## config.mk

```make
export PLATFORM = sky130hd
export DESIGN_NAME = ffl2_fmul
export DESIGN_NICKNAME = d
export VERILOG_FILES = /design/src/hdl/ffl2_pkg.sv /design/src/hdl/ffl2_fmul.sv
export SDC_FILE = /design/constraint.sdc
export NUM_CORES = 2
export LEC_CHECK = 0
export BUFFER_PORTS_ARGS = -buffer_cell sky130_fd_sc_hd__buf_2
export CAP_MARGIN = 25
export CELL_PAD_IN_SITES_DETAIL_PLACEMENT = 0
export CELL_PAD_IN_SITES_GLOBAL_PLACEMENT = 1
export CORE_UTILIZATION = 49
export CTS_CLUSTER_DIAMETER = 60
export DETAILED_ROUTE_END_ITERATION = 7
export HOLD_SLACK_MARGIN = 0.03
export PLACE_DENSITY_LB_ADDON = 0.1
export SYNTH_ARGS = -nofsm -noshare
export SYNTH_HDL_FRONTEND = slang
export SYNTH_SLANG_ARGS = --single-unit
```

## constraint.sdc

```tcl
create_clock -name i_clk -period 8.2 [get_ports i_clk]
set_input_delay 1.23 -clock i_clk [delete_from_list [all_inputs] [get_ports i_clk]]
set_output_delay 1.23 -clock i_clk [all_outputs]
set_load 0.05 [all_outputs]
```

## src/hdl/ffl2_pkg.sv

```systemverilog
package ffl2_pkg;

    // binary32 patterns
    localparam logic [31:0] F32_POS_INF = 32'h7F80_0000;
    localparam logic [31:0] F32_NEG_INF = 32'hFF80_0000;
    localparam logic [31:0] F32_QNAN    = 32'h7FC0_0000;
    localparam logic [31:0] F32_ONE     = 32'h3F80_0000;
    localparam logic [31:0] F32_NEG_ONE = 32'hBF80_0000;

    // cubic coefficients, rounded to binary32
    localparam logic [31:0] COEF2 = 32'h3E51_5A4B;   //  0.204446
    localparam logic [31:0] COEF1 = 32'hBF23_E6AC;   // -0.640239
    localparam logic [31:0] COEF0 = 32'h3FB8_24A5;   //  1.438618

    localparam logic [7:0] EXP_BIAS = 8'd127;

    // data that rides alongside each item through the arithmetic units
    typedef struct packed {
        logic [31:0] f;          // mantissa minus one, as binary32
        logic [31:0] ipart;      // unbiased exponent, as binary32
        logic        spec_en;    // special operand: override result
        logic [31:0] spec_val;
    } t_side;

    // exact conversion of (expf - 127) to binary32; range is -127..128
    function automatic logic [31:0] exp_to_f32(input logic [7:0] expf);
        logic       sgn;
        logic [7:0] mag;
        logic [2:0] msb;
        logic [7:0] norm;
        logic [31:0] res;
        sgn = (expf < EXP_BIAS);
        mag = sgn ? (EXP_BIAS - expf) : (expf - EXP_BIAS);
        msb = 3'd0;
        for (int i = 0; i < 8; i++) begin
            if (mag[i]) msb = 3'(i);
        end
        norm = mag << (3'd7 - msb);
        if (mag == 8'd0) begin
            res = 32'd0;
        end else begin
            res = {sgn, EXP_BIAS + {5'd0, msb}, norm[6:0], 16'd0};
        end
        return res;
    endfunction

endpackage

```

## src/hdl/ffl2_fmul.sv

```systemverilog
// Two-stage binary32 multiplier, round to nearest even.
// Operands are normal numbers or zeros; results stay in the normal range.
module ffl2_fmul import ffl2_pkg::*; (
    input  logic        i_clk,
    input  logic        i_rst_n,
    input  logic        i_en,
    input  logic        i_vld,
    input  logic [31:0] i_a,
    input  logic [31:0] i_b,
    input  t_side       i_side,
    output logic        o_vld,
    output logic [31:0] o_res,
    output t_side       o_side
);

    // stage 1: significand product
    logic        r1_vld, r1_sign, r1_zero;
    logic [9:0]  r1_exp;
    logic [47:0] r1_prod;
    t_side       r1_side;

    always_ff @(posedge i_clk) begin
        if (!i_rst_n) begin
            r1_vld <= 1'b0;
        end else if (i_en) begin
            r1_vld <= i_vld;
        end
    end

    always_ff @(posedge i_clk) begin
        if (i_en) begin
            r1_sign <= i_a[31] ^ i_b[31];
            r1_zero <= (i_a[30:23] == 8'd0) | (i_b[30:23] == 8'd0);
            r1_exp  <= {2'b00, i_a[30:23]} + {2'b00, i_b[30:23]} - {2'b00, EXP_BIAS};
            r1_prod <= {1'b1, i_a[22:0]} * {1'b1, i_b[22:0]};
            r1_side <= i_side;
        end
    end

    // stage 2: normalize by one place and round
    logic        n_hi, n_g, n_st, n_inc;
    logic [22:0] n_mant;
    logic [23:0] n_m24;
    logic [9:0]  n_exp;
    logic [31:0] n_res;

    always_comb begin
        n_hi   = r1_prod[47];
        n_mant = n_hi ? r1_prod[46:24] : r1_prod[45:23];
        n_g    = n_hi ? r1_prod[23] : r1_prod[22];
        n_st   = n_hi ? (|r1_prod[22:0]) : (|r1_prod[21:0]);
        n_inc  = n_g & (n_st | n_mant[0]);
        n_m24  = {1'b0, n_mant} + {23'd0, n_inc};
        n_exp  = r1_exp + {9'd0, n_hi} + {9'd0, n_m24[23]};
        if (r1_zero) begin
            n_res = {r1_sign, 31'd0};
        end else begin
            n_res = {r1_sign, n_exp[7:0], n_m24[22:0]};
        end
    end

    logic        r2_vld;
    logic [31:0] r2_res;
    t_side       r2_side;

    always_ff @(posedge i_clk) begin
        if (!i_rst_n) begin
            r2_vld <= 1'b0;
        end else if (i_en) begin
            r2_vld <= r1_vld;
        end
    end

    always_ff @(posedge i_clk) begin
        if (i_en) begin
            r2_res  <= n_res;
            r2_side <= r1_side;
        end
    end

    assign o_vld  = r2_vld;
    assign o_res  = r2_res;
    assign o_side = r2_side;

endmodule

```

==> run metrics <==
status=finished clean; R2R depth=13; crit path cell chain=buf_2 -> clkinv_1 -> nor2_1 -> fa_1 -> fa_1 -> inv_1 -> fa_1 -> fa_1 -> inv_1 -> fa_1 -> fa_1 -> inv_1 -> fa_1 -> inv_1 -> ha_1 -> nand4_1 -> a2111oi_4 -> o21ai_2 -> a311oi_1 -> buf_4 -> o2111ai_1 -> nand4_1 -> o211ai_1 -> xnor2_1; Final setup violation count=0; EDFF count, synth=284; Post-Syn Area=0.02904 sq mm; largest net degree at the start of global routing=150; CTS tree=yes; most used cell, CP=fa_1; htree depth=1; CP startpoint=i_b[9]; Hold Vio Cnt, Final=0; Die Y=245.5 um; # nets final=3778; Rel. slew slack=0.2459; Hold Crit Class=reg2reg; Synth area leader=fa_1; clock skew=13.93 ps; Post-CTS Resized=0; CP Data Arrival Time=7730 ps; clock sinks=286; CP required=about 8500 ps; GRT overflow=0; first-pass GRT wire length=116900 um; IO Port Bufs=between 200 and 300; Syn Nets=3512; hold_ws=415.0 ps; Setup WS post-layout=745.4 ps; Reg clk slew, reported paths=70 ps; total die area=0.06025 sq mm; cts hold-fix bufs=0; Synth-to-Final Area Change=11.33%; top post-synthesis cells by area=fa_1 (33%), edfxtp_1 (29%), ha_1 (8.1%), inv_1 (7.5%), and2_1 (5.5%); Avg Cell Area, Syn=10.86 sq um; RR Startpoint=r1_prod[47]; Top FF cell, synth=edfxtp_1; antenna violation net count after detailed routing=0; sequential-to-total area share from yosys stat=0.2950; HPWL Detailed=61220 um; fin crit share=0.9091; area fraction of the dominant cell type after synthesis=0.3336; Post-Syn Instances=around 2.7k; DRT Pass-1 Iters=5; Hold Path Stages=0; top post-synthesis cells by count=inv_1 (580), fa_1 (484), nand2_1 (304); Post-Route Setup TNS=0 ps; Worst-Margin Slew=1131 ps; crit path time final=around 7500 ps; Post-synth ARST share=0; Die Width=245.5 um; FP Rows=88; DRC=0; slowest CP cell=fa_1; synth warn=0; vias=19.15k; Max Slew Vio Count=0; FF+latch count, synth=286; clock root buffer master=clkbuf_16; GPL Wtd Cong=0.9515; critical path startpoint category=input port; Worst Path Max Fanout=16; hold path start=r1_side[50]; Top delay family on crit path=adder cells; global-route usage over all layers=0.2548; share of cells above drive strength 1=0.1392; Worst setup EP type=flip-flop; Initial Util=0.4995; drt initial violations=1087; initial antenna violation count=5; post-synthesis cell type count=64; WP depth=24; RSZ-0062 raised after global routing=no; Max Fclk=roughly 0.13 GHz; Worst path max stage delay=550 ps; Critical path buffers and inverters=7; Final Routed Wirelength=74600 um; count leader, synth=inv_1; Bufs on Longest Clock Path=3; post-CTS setup buffer count=0; CTS buffer count=24; routed vias/inst=between 5 and 6; Core ar.=0.05814 sq mm; I/O pin count=295; vias in the first global route=~21k; routed length per instance=20.02 um; DP Worst Slack=268.7 ps; crit path kind=in2reg; Max-Cap Viols=0; fill count=5170; worst-skew pair later-pin latency=530 ps
-- cell families after synthesis --
kind of cell    count (synthesis)  share of synthesized area
fa+ha+maj                     672                     0.4146
simple gates                  750                     0.1270
mux                            19                   0.006678
compound gates                168                    0.04050
flops                         286                     0.2950
buf+inv                       694                    0.09022
xor+xnor                       86                    0.02594
-- worst paths after layout --
check	endpoint	slack, ps
worst max register to register	o_res[29]	4820
worst max-delay path	r1_prod[44]	750
worst min-delay path	o_side[50]	420
worst min register to register	o_side[50]	420
-- registers in the layout, summed over array words and instances, names as in the netlist --
signal and count:
o_res 32, r1_sign 1, r1_prod 48, o_side 97, r1_exp 8, r1_zero 1
r1_side 97, r1_vld 1, o_vld 1
-- through the flow --
stage,cells,utilization,cell area [sq um]
5_1_grt,3725,0.5560,32330
6_report,3727,0.5561,32330
2_1_floorplan,2675,-,29040
3_3_place_gp,3679,0.5415,31480
3_5_place_dp,3679,0.5415,31480
4_1_cts,3723,0.5555,32300
-- layout by cell type (no fill, tap or decap), drive strengths merged, types with 19 or more instances in the layout --
cell / synthesis / final
edfxtp: 284 / 284
xnor2: 51 / 51
a21oi: 59 / 59
nor2: 94 / 94
clkbuf: 102 / 26
nand3: 31 / 31
o21ai: 22 / 22
and2: 259 / 259
inv: 580 / 581
a21o: 19 / 19
ha: 188 / 188
buf: 9 / 351
nand2: 304 / 304
xor2: 35 / 35
fa: 484 / 484
-- layout make-up --
cell class                      count  area [sq um]  area share
Sequential cell                   286          8568      0.2650
Multi-Input combinational cell   1695         17850      0.5522
Clock buffer                       26         608.1     0.01881
Clock inverter                     18         206.4    0.006385
Inverter                          583          2188     0.06769
Antenna cell                        3         7.507   0.0002322
Tap cell                          765         957.2     0.02961
Timing Repair Buffer              351          1942     0.06006
-- per-layer routing --
metal / share of wire / global-route usage / wire [um] / up-vias
met5: 0.00062 / 0 / 46 / -
met2: 0.48 / 0.4320 / 35640 / 615
met3: 0.071 / 0.04016 / 5322 / 88
met1: 0.43 / 0.3424 / 31790 / 9700
li1: - / - / - / 8741
met4: 0.024 / 0.06357 / 1806 / 8
Power is not shown: default switching activity piles up to over one toggle a cycle in this logic, so the estimate is an artifact.
