==> src/hdl/ffl2_pkg.sv <==
package ffl2_pkg;

    // binary32 patterns
    localparam logic [31:0] F32_POS_INF = 32'h7F80_0000;
    localparam logic [31:0] F32_NEG_INF = 32'hFF80_0000;
    localparam logic [31:0] F32_QNAN    = 32'h7FC0_0000;
    localparam logic [31:0] F32_ONE     = 32'h3F80_0000;
    localparam logic [31:0] F32_NEG_ONE = 32'hBF80_0000;

    // cubic coefficients, rounded to binary32
    localparam logic [31:0] COEF2 = 32'h3E51_5A4B;   //  0.204446
    localparam logic [31:0] COEF1 = 32'hBF23_E6AC;   // -0.640239
    localparam logic [31:0] COEF0 = 32'h3FB8_24A5;   //  1.438618

    localparam logic [7:0] EXP_BIAS = 8'd127;

    // data that rides alongside each item through the arithmetic units
    typedef struct packed {
        logic [31:0] f;          // mantissa minus one, as binary32
        logic [31:0] ipart;      // unbiased exponent, as binary32
        logic        spec_en;    // special operand: override result
        logic [31:0] spec_val;
    } t_side;

    // exact conversion of (expf - 127) to binary32; range is -127..128
    function automatic logic [31:0] exp_to_f32(input logic [7:0] expf);
        logic       sgn;
        logic [7:0] mag;
        logic [2:0] msb;
        logic [7:0] norm;
        logic [31:0] res;
        sgn = (expf < EXP_BIAS);
        mag = sgn ? (EXP_BIAS - expf) : (expf - EXP_BIAS);
        msb = 3'd0;
        for (int i = 0; i < 8; i++) begin
            if (mag[i]) msb = 3'(i);
        end
        norm = mag << (3'd7 - msb);
        if (mag == 8'd0) begin
            res = 32'd0;
        end else begin
            res = {sgn, EXP_BIAS + {5'd0, msb}, norm[6:0], 16'd0};
        end
        return res;
    endfunction

endpackage

==> src/hdl/ffl2_fadd.sv <==
// Three-stage binary32 adder, round to nearest even.
// Operands are normal numbers or zeros; results stay in the normal range.
module ffl2_fadd import ffl2_pkg::*; (
    input  logic        i_clk,
    input  logic        i_rst_n,
    input  logic        i_en,
    input  logic        i_vld,
    input  logic [31:0] i_a,
    input  logic [31:0] i_b,
    input  t_side       i_side,
    output logic        o_vld,
    output logic [31:0] o_res,
    output t_side       o_side
);

    // stage 1: order by magnitude, align, add
    logic        n_swap;
    logic [31:0] n_big, n_sml;
    logic [23:0] n_big_sig, n_sml_sig;
    logic [7:0]  n_diff;
    logic [4:0]  n_dc;
    logic [58:0] n_wide;
    logic [26:0] n_sml27, n_big27;
    logic [27:0] n_sum;

    always_comb begin
        n_swap    = (i_b[30:0] > i_a[30:0]);
        n_big     = n_swap ? i_b : i_a;
        n_sml     = n_swap ? i_a : i_b;
        n_big_sig = {|n_big[30:23], n_big[22:0]};
        n_sml_sig = {|n_sml[30:23], n_sml[22:0]};
        n_diff    = n_big[30:23] - n_sml[30:23];
        n_dc      = (n_diff > 8'd31) ? 5'd31 : n_diff[4:0];
        n_wide    = {n_sml_sig, 3'b000, 32'd0} >> n_dc;
        n_sml27   = {n_wide[58:33], n_wide[32] | (|n_wide[31:0])};
        n_big27   = {n_big_sig, 3'b000};
        if (n_big[31] ^ n_sml[31]) begin
            n_sum = {1'b0, n_big27} - {1'b0, n_sml27};
        end else begin
            n_sum = {1'b0, n_big27} + {1'b0, n_sml27};
        end
    end

    logic        r1_vld, r1_sign, r1_zsign;
    logic [7:0]  r1_exp;
    logic [27:0] r1_sum;
    t_side       r1_side;

    always_ff @(posedge i_clk) begin
        if (!i_rst_n) begin
            r1_vld <= 1'b0;
        end else if (i_en) begin
            r1_vld <= i_vld;
        end
    end

    always_ff @(posedge i_clk) begin
        if (i_en) begin
            r1_sign  <= n_big[31];
            r1_zsign <= i_a[31] & i_b[31];
            r1_exp   <= n_big[30:23];
            r1_sum   <= n_sum;
            r1_side  <= i_side;
        end
    end

    // stage 2: leading zero count
    logic [4:0] n_lz;

    always_comb begin
        n_lz = 5'd0;
        for (int i = 0; i < 28; i++) begin
            if (r1_sum[i]) n_lz = 5'(27 - i);
        end
    end

    logic        r2_vld, r2_sign, r2_zsign;
    logic [7:0]  r2_exp;
    logic [27:0] r2_sum;
    logic [4:0]  r2_lz;
    t_side       r2_side;

    always_ff @(posedge i_clk) begin
        if (!i_rst_n) begin
            r2_vld <= 1'b0;
        end else if (i_en) begin
            r2_vld <= r1_vld;
        end
    end

    always_ff @(posedge i_clk) begin
        if (i_en) begin
            r2_sign  <= r1_sign;
            r2_zsign <= r1_zsign;
            r2_exp   <= r1_exp;
            r2_sum   <= r1_sum;
            r2_lz    <= n_lz;
            r2_side  <= r1_side;
        end
    end

    // stage 3: normalize and round
    logic [27:0] n_norm;
    logic [9:0]  n_exp;
    logic        n_inc;
    logic [23:0] n_m24;
    logic [31:0] n_res;

    always_comb begin
        n_norm = r2_sum << r2_lz;
        n_inc  = n_norm[3] & ((|n_norm[2:0]) | n_norm[4]);
        n_m24  = {1'b0, n_norm[26:4]} + {23'd0, n_inc};
        n_exp  = {2'b00, r2_exp} + 10'd1 - {5'd0, r2_lz} + {9'd0, n_m24[23]};
        if (r2_sum == 28'd0) begin
            n_res = {r2_zsign, 31'd0};
        end else begin
            n_res = {r2_sign, n_exp[7:0], n_m24[22:0]};
        end
    end

    logic        r3_vld;
    logic [31:0] r3_res;
    t_side       r3_side;

    always_ff @(posedge i_clk) begin
        if (!i_rst_n) begin
            r3_vld <= 1'b0;
        end else if (i_en) begin
            r3_vld <= r2_vld;
        end
    end

    always_ff @(posedge i_clk) begin
        if (i_en) begin
            r3_res  <= n_res;
            r3_side <= r2_side;
        end
    end

    assign o_vld  = r3_vld;
    assign o_res  = r3_res;
    assign o_side = r3_side;

endmodule

==> config.mk <==
export PLATFORM = sky130hd
export DESIGN_NAME = ffl2_fadd
export DESIGN_NICKNAME = d
export VERILOG_FILES = /design/src/hdl/ffl2_pkg.sv /design/src/hdl/ffl2_fadd.sv
export SDC_FILE = /design/constraint.sdc
export NUM_CORES = 1
export LEC_CHECK = 0
export BUFFER_PORTS_ARGS = -buffer_cell sky130_fd_sc_hd__buf_4
export CAP_MARGIN = 20
export CORE_ASPECT_RATIO = 0.9
export CORE_MARGIN = 3
export CORE_UTILIZATION = 53
export CTS_BUF_LIST = sky130_fd_sc_hd__clkbuf_16
export CTS_CLUSTER_DIAMETER = 120
export DETAILED_ROUTE_END_ITERATION = 10
export MAX_ROUTING_LAYER = met4
export PLACE_DENSITY = 0.74
export SLEW_MARGIN = 20
export SYNTH_ARGS = -nofsm -noshare
export SYNTH_HDL_FRONTEND = slang
export SYNTH_SLANG_ARGS = --single-unit
==> constraint.sdc <==
create_clock -name i_clk -period 10.7 [get_ports i_clk]
set_clock_uncertainty 0.15 [all_clocks]
set_input_delay 2.14 -clock i_clk [delete_from_list [all_inputs] [get_ports i_clk]]
set_output_delay 2.14 -clock i_clk [all_outputs]
set_load 0.01 [all_outputs]
==> metrics.yaml <==
vdd_ir_drop_max_mv: 0.132
ys_warn_count: 0
rsz0062_at_grt: "no"
nets: 2422
antenna_found_initial: 2
whs_ps: 251
htree_levels: 2
post-route-min-period_ps: 10110
p_per_area_mw_per_mm2: 176
clock_power_share: 0.303
slew_headroom: 0.278
hold_path.class: "flip-flop to flip-flop"
clkLatencyLatePin_ps: 530
power_frac_comb: 0.250
core-area_mm2: 0.0396
crit_required_ps: 10840
dp_hpwl_um: 42900
seq_power_share: 0.448
start_util: 0.539
outcome: "finished, final reports clean"
synthDistinctLibCells: 90
finalCritPeriodShare: 0.945
synthCells: 1836
mappedNetlistArea_mm2: 0.0213
tns_ps: 0
drc_errors: 0
gp_congestion: 0.976
syn2layout_area_growth_pct: 20.7
critPathBufInv: 4
cp-start-kind: "input pin"
path_class: "input pin to flip-flop"
cpMostUsedCell: "a21o_1"
critPathArrivalTime_ps: 10240
internal_power_mw: 3.21
vias_per_cell: 5.86
slowest_stage: "a221o_2"
r2r_cells: 24
synth_edf_count: 404
async_flop_share: 0
wirelength_um: 57400
path_clk_slew_ps: 70
endpoint_kind: "flip-flop"
slew_violations: 0
hold_path_end: "o_side[8]"
ios: 295
cts_buffers: 40
io_buffers: 294
synth-main-ff-cell: "edfxtp_1"
critical-path-top-delay-family: "compound AO/OA/AOI/OAI gates"
reg2reg_from: "r2_lz[0]"
ys_seq_area_frac: 0.571
setup_viol: 0
synth-seq-cells: 407
grt_max_degree: 208
crit_fanout: 17
fmax_ghz: 0.0989
worstHoldStart: "r2_side[8]"
clockRootBuffer: "clkbuf_16"
max_cap_viol_count: 0
numClockSinks: 407
r2r_setup_slack_ps: 3800
holdPathStages: 0
slowest_delay_ps: 430
avgSynthCellArea_um2: 11.6
vias: 15964
cts_tree: "built"
grtUsageTotal: 0.269
wl_per_cell_um: 21.1
synth_nets: 2097
reg2reg_to: "o_res[30]"
p_switching_mw: 1.33
drt_first_pass_iters: 6
drt_iter0_drc: 1544
row_count: 69
worst_slew_pin_slew_ps: 1080
grt_pass1_wl_um: 87100
fillers: 2974
p_leak_nw: 10.2
die-area_mm2: 0.0427
switching_share: 0.293
grt_pass1_vias: 15357
die_x_um: 218
drtAntennaViolNets: 0
overflow: 0
drive_gt1_frac: 0.223
hold_viol_final: 0
die_h_um: 196
cts_buffer_depth: 3
-- per-layer routing --
metal  part of all wire  up-vias  global-route usage  wire length, um
li1                   -     7566                   -                -
met2               0.48      677               0.433            27300
met3              0.071      115              0.0439             4060
met4              0.042        0               0.104             2430
met5                  0        -                   -                0
met1               0.41     7606               0.346            23600
-- timing repair --
| item | CTS | global route |
|---|---|---|
| hold buffers | 0 | 0 |
| buffers inserted | 0 | 1 |
| resized for setup | 0 | 5 |
| setup endpoints to repair | 0 | 3 |
-- logic make-up after synthesis --
| group | share of synthesized area |
|---|---|
| AO/OA/AOI/OAI | 0.141 |
| XOR/XNOR | 0.0205 |
| adder cells (fa/ha/maj) | 0.0573 |
| buffers and inverters | 0.0349 |
| flip-flops | 0.571 |
| multiplexers | 0.0548 |
| AND/OR/NAND/NOR | 0.121 |
-- synthesized netlist by cell type, drive strengths merged, types with 16 or more instances --
| library cell | instances | area, um2 |
|---|---|---|
| nor4 | 28 | 203 |
| nand4 | 16 | 100 |
| a21oi | 115 | 591 |
| mux2i | 64 | 641 |
| o21ai | 105 | 533 |
| nor3 | 47 | 246 |
| nand3 | 27 | 135 |
| buf | 26 | 140 |
| edfxtp | 404 | 12100 |
| xnor2 | 34 | 298 |
| mux2 | 23 | 259 |
| o211ai | 19 | 143 |
| a211oi | 29 | 223 |
| xor2 | 16 | 140 |
| nor2b | 30 | 188 |
| o21bai | 18 | 135 |
| nor2 | 149 | 559 |
| a31oi | 22 | 138 |
| ha | 93 | 1160 |
| clkbuf | 55 | 206 |
| nand2 | 174 | 653 |
| a21o | 23 | 173 |
| inv | 104 | 390 |
-- final cells by class --
| type | count | area [um2] | share of cell area |
|---|---|---|---|
| Timing Repair Buffer | 364 | 2750 | 0.107 |
| Sequential cell | 407 | 12200 | 0.473 |
| Clock buffer | 40 | 1000 | 0.0388 |
| Inverter | 106 | 398 | 0.0154 |
| Tap cell | 532 | 666 | 0.0258 |
| Antenna cell | 2 | 5.00 | 0.000194 |
| Multi-Input combinational cell | 1242 | 8450 | 0.328 |
| Clock inverter | 31 | 303 | 0.0118 |
-- placed cells by master, fill, tap and decap left out, types with 6 or more instances in the layout --
cell         n
edfxtp_1   404
buf_4      362
nand2_1    174
nor2_1     149
a21oi_1    110
inv_1      107
o21ai_0     97
ha_1        93
mux2i_1     64
nor3_1      46
clkbuf_16   40
xnor2_1     34
nor2b_1     30
a211oi_1    28
nand3_1     27
nor4_1      25
a21o_1      23
mux2_2      22
a31oi_1     21
o211ai_1    19
o21bai_1    18
nand4_1     16
xor2_1      16
nand2b_1    15
and2_1      14
clkinv_1    13
mux4_2      12
and3_1      12
or3_1       12
o22ai_1     12
o31ai_1     11
a211o_1      8
a22oi_1      7
o221ai_1     7
o21ai_1      6
-- worst max path at each step --
stage	depth (start not counted)	start	end
4_1_cts	39	i_a[24]	r1_sum[27]
3_5_place_dp	39	i_a[24]	r1_sum[27]
3_3_place_gp	41	i_a[24]	r1_sum[27]
5_1_grt	40	i_a[24]	r1_sum[26]
6_report	40	i_a[24]	r1_sum[26]
2_1_floorplan	44	i_a[24]	r1_sum[26]
-- per-stage QoR --
| step | power, mW | std cells | area [um2] | util | worst slack [ps] |
|---|---|---|---|---|---|
| 5_1_grt | 4.74 | 2724 | 25800 | 0.650 | 14.3 |
| 6_report | 4.53 | 2724 | 25800 | 0.650 | 593 |
| 2_1_floorplan | 2.72 | 1836 | 21400 | - | 24.0 |
| 3_5_place_dp | 3.16 | 2650 | 24400 | 0.616 | 24.1 |
| 3_3_place_gp | 3.14 | 2650 | 24400 | 0.616 | 195 |
| 4_1_cts | 4.54 | 2721 | 25700 | 0.649 | 539 |
-- registers in the layout, summed over array words and instances (netlist names), 5 cells and up --
signal,cells
r2_side,97
r2_sum,28
r1_side,97
r1_sum,28
r2_exp,8
o_res,32
o_side,97
r1_exp,8
r2_lz,5
-- power by group through the flow --
stage                     registers, mW  logic (mW)  clock network, mW
final                              2.03        1.13               1.37
after global routing               2.04        1.23               1.46
after CTS                          2.03        1.11               1.40
after detailed placement           2.06        1.10                  0
after global placement             2.05        1.10                  0
after floorplan                    2.05       0.668                  0
-- worst reg2reg max path, cell delays in order (launching register included) --
cell	delay (ps)
edfxtp_1	1020
inv_1	610
a21oi_1	340
mux2i_1	150
and2_1	210
a211oi_1	420
and3_1	260
nand2_1	100
nor3_1	250
nand2b_1	110
or2_2	310
nor3_1	280
nand3_1	210
nor4_1	420
fa_1	250
ha_1	180
inv_1	60
fa_1	390
nor2b_1	210
o21ai_0	120
nand2b_1	130
a21o_1	130
a21oi_1	80
xnor2_1	190
nor2_1	60
No activity file was read; power rests on OpenSTA's default activity.
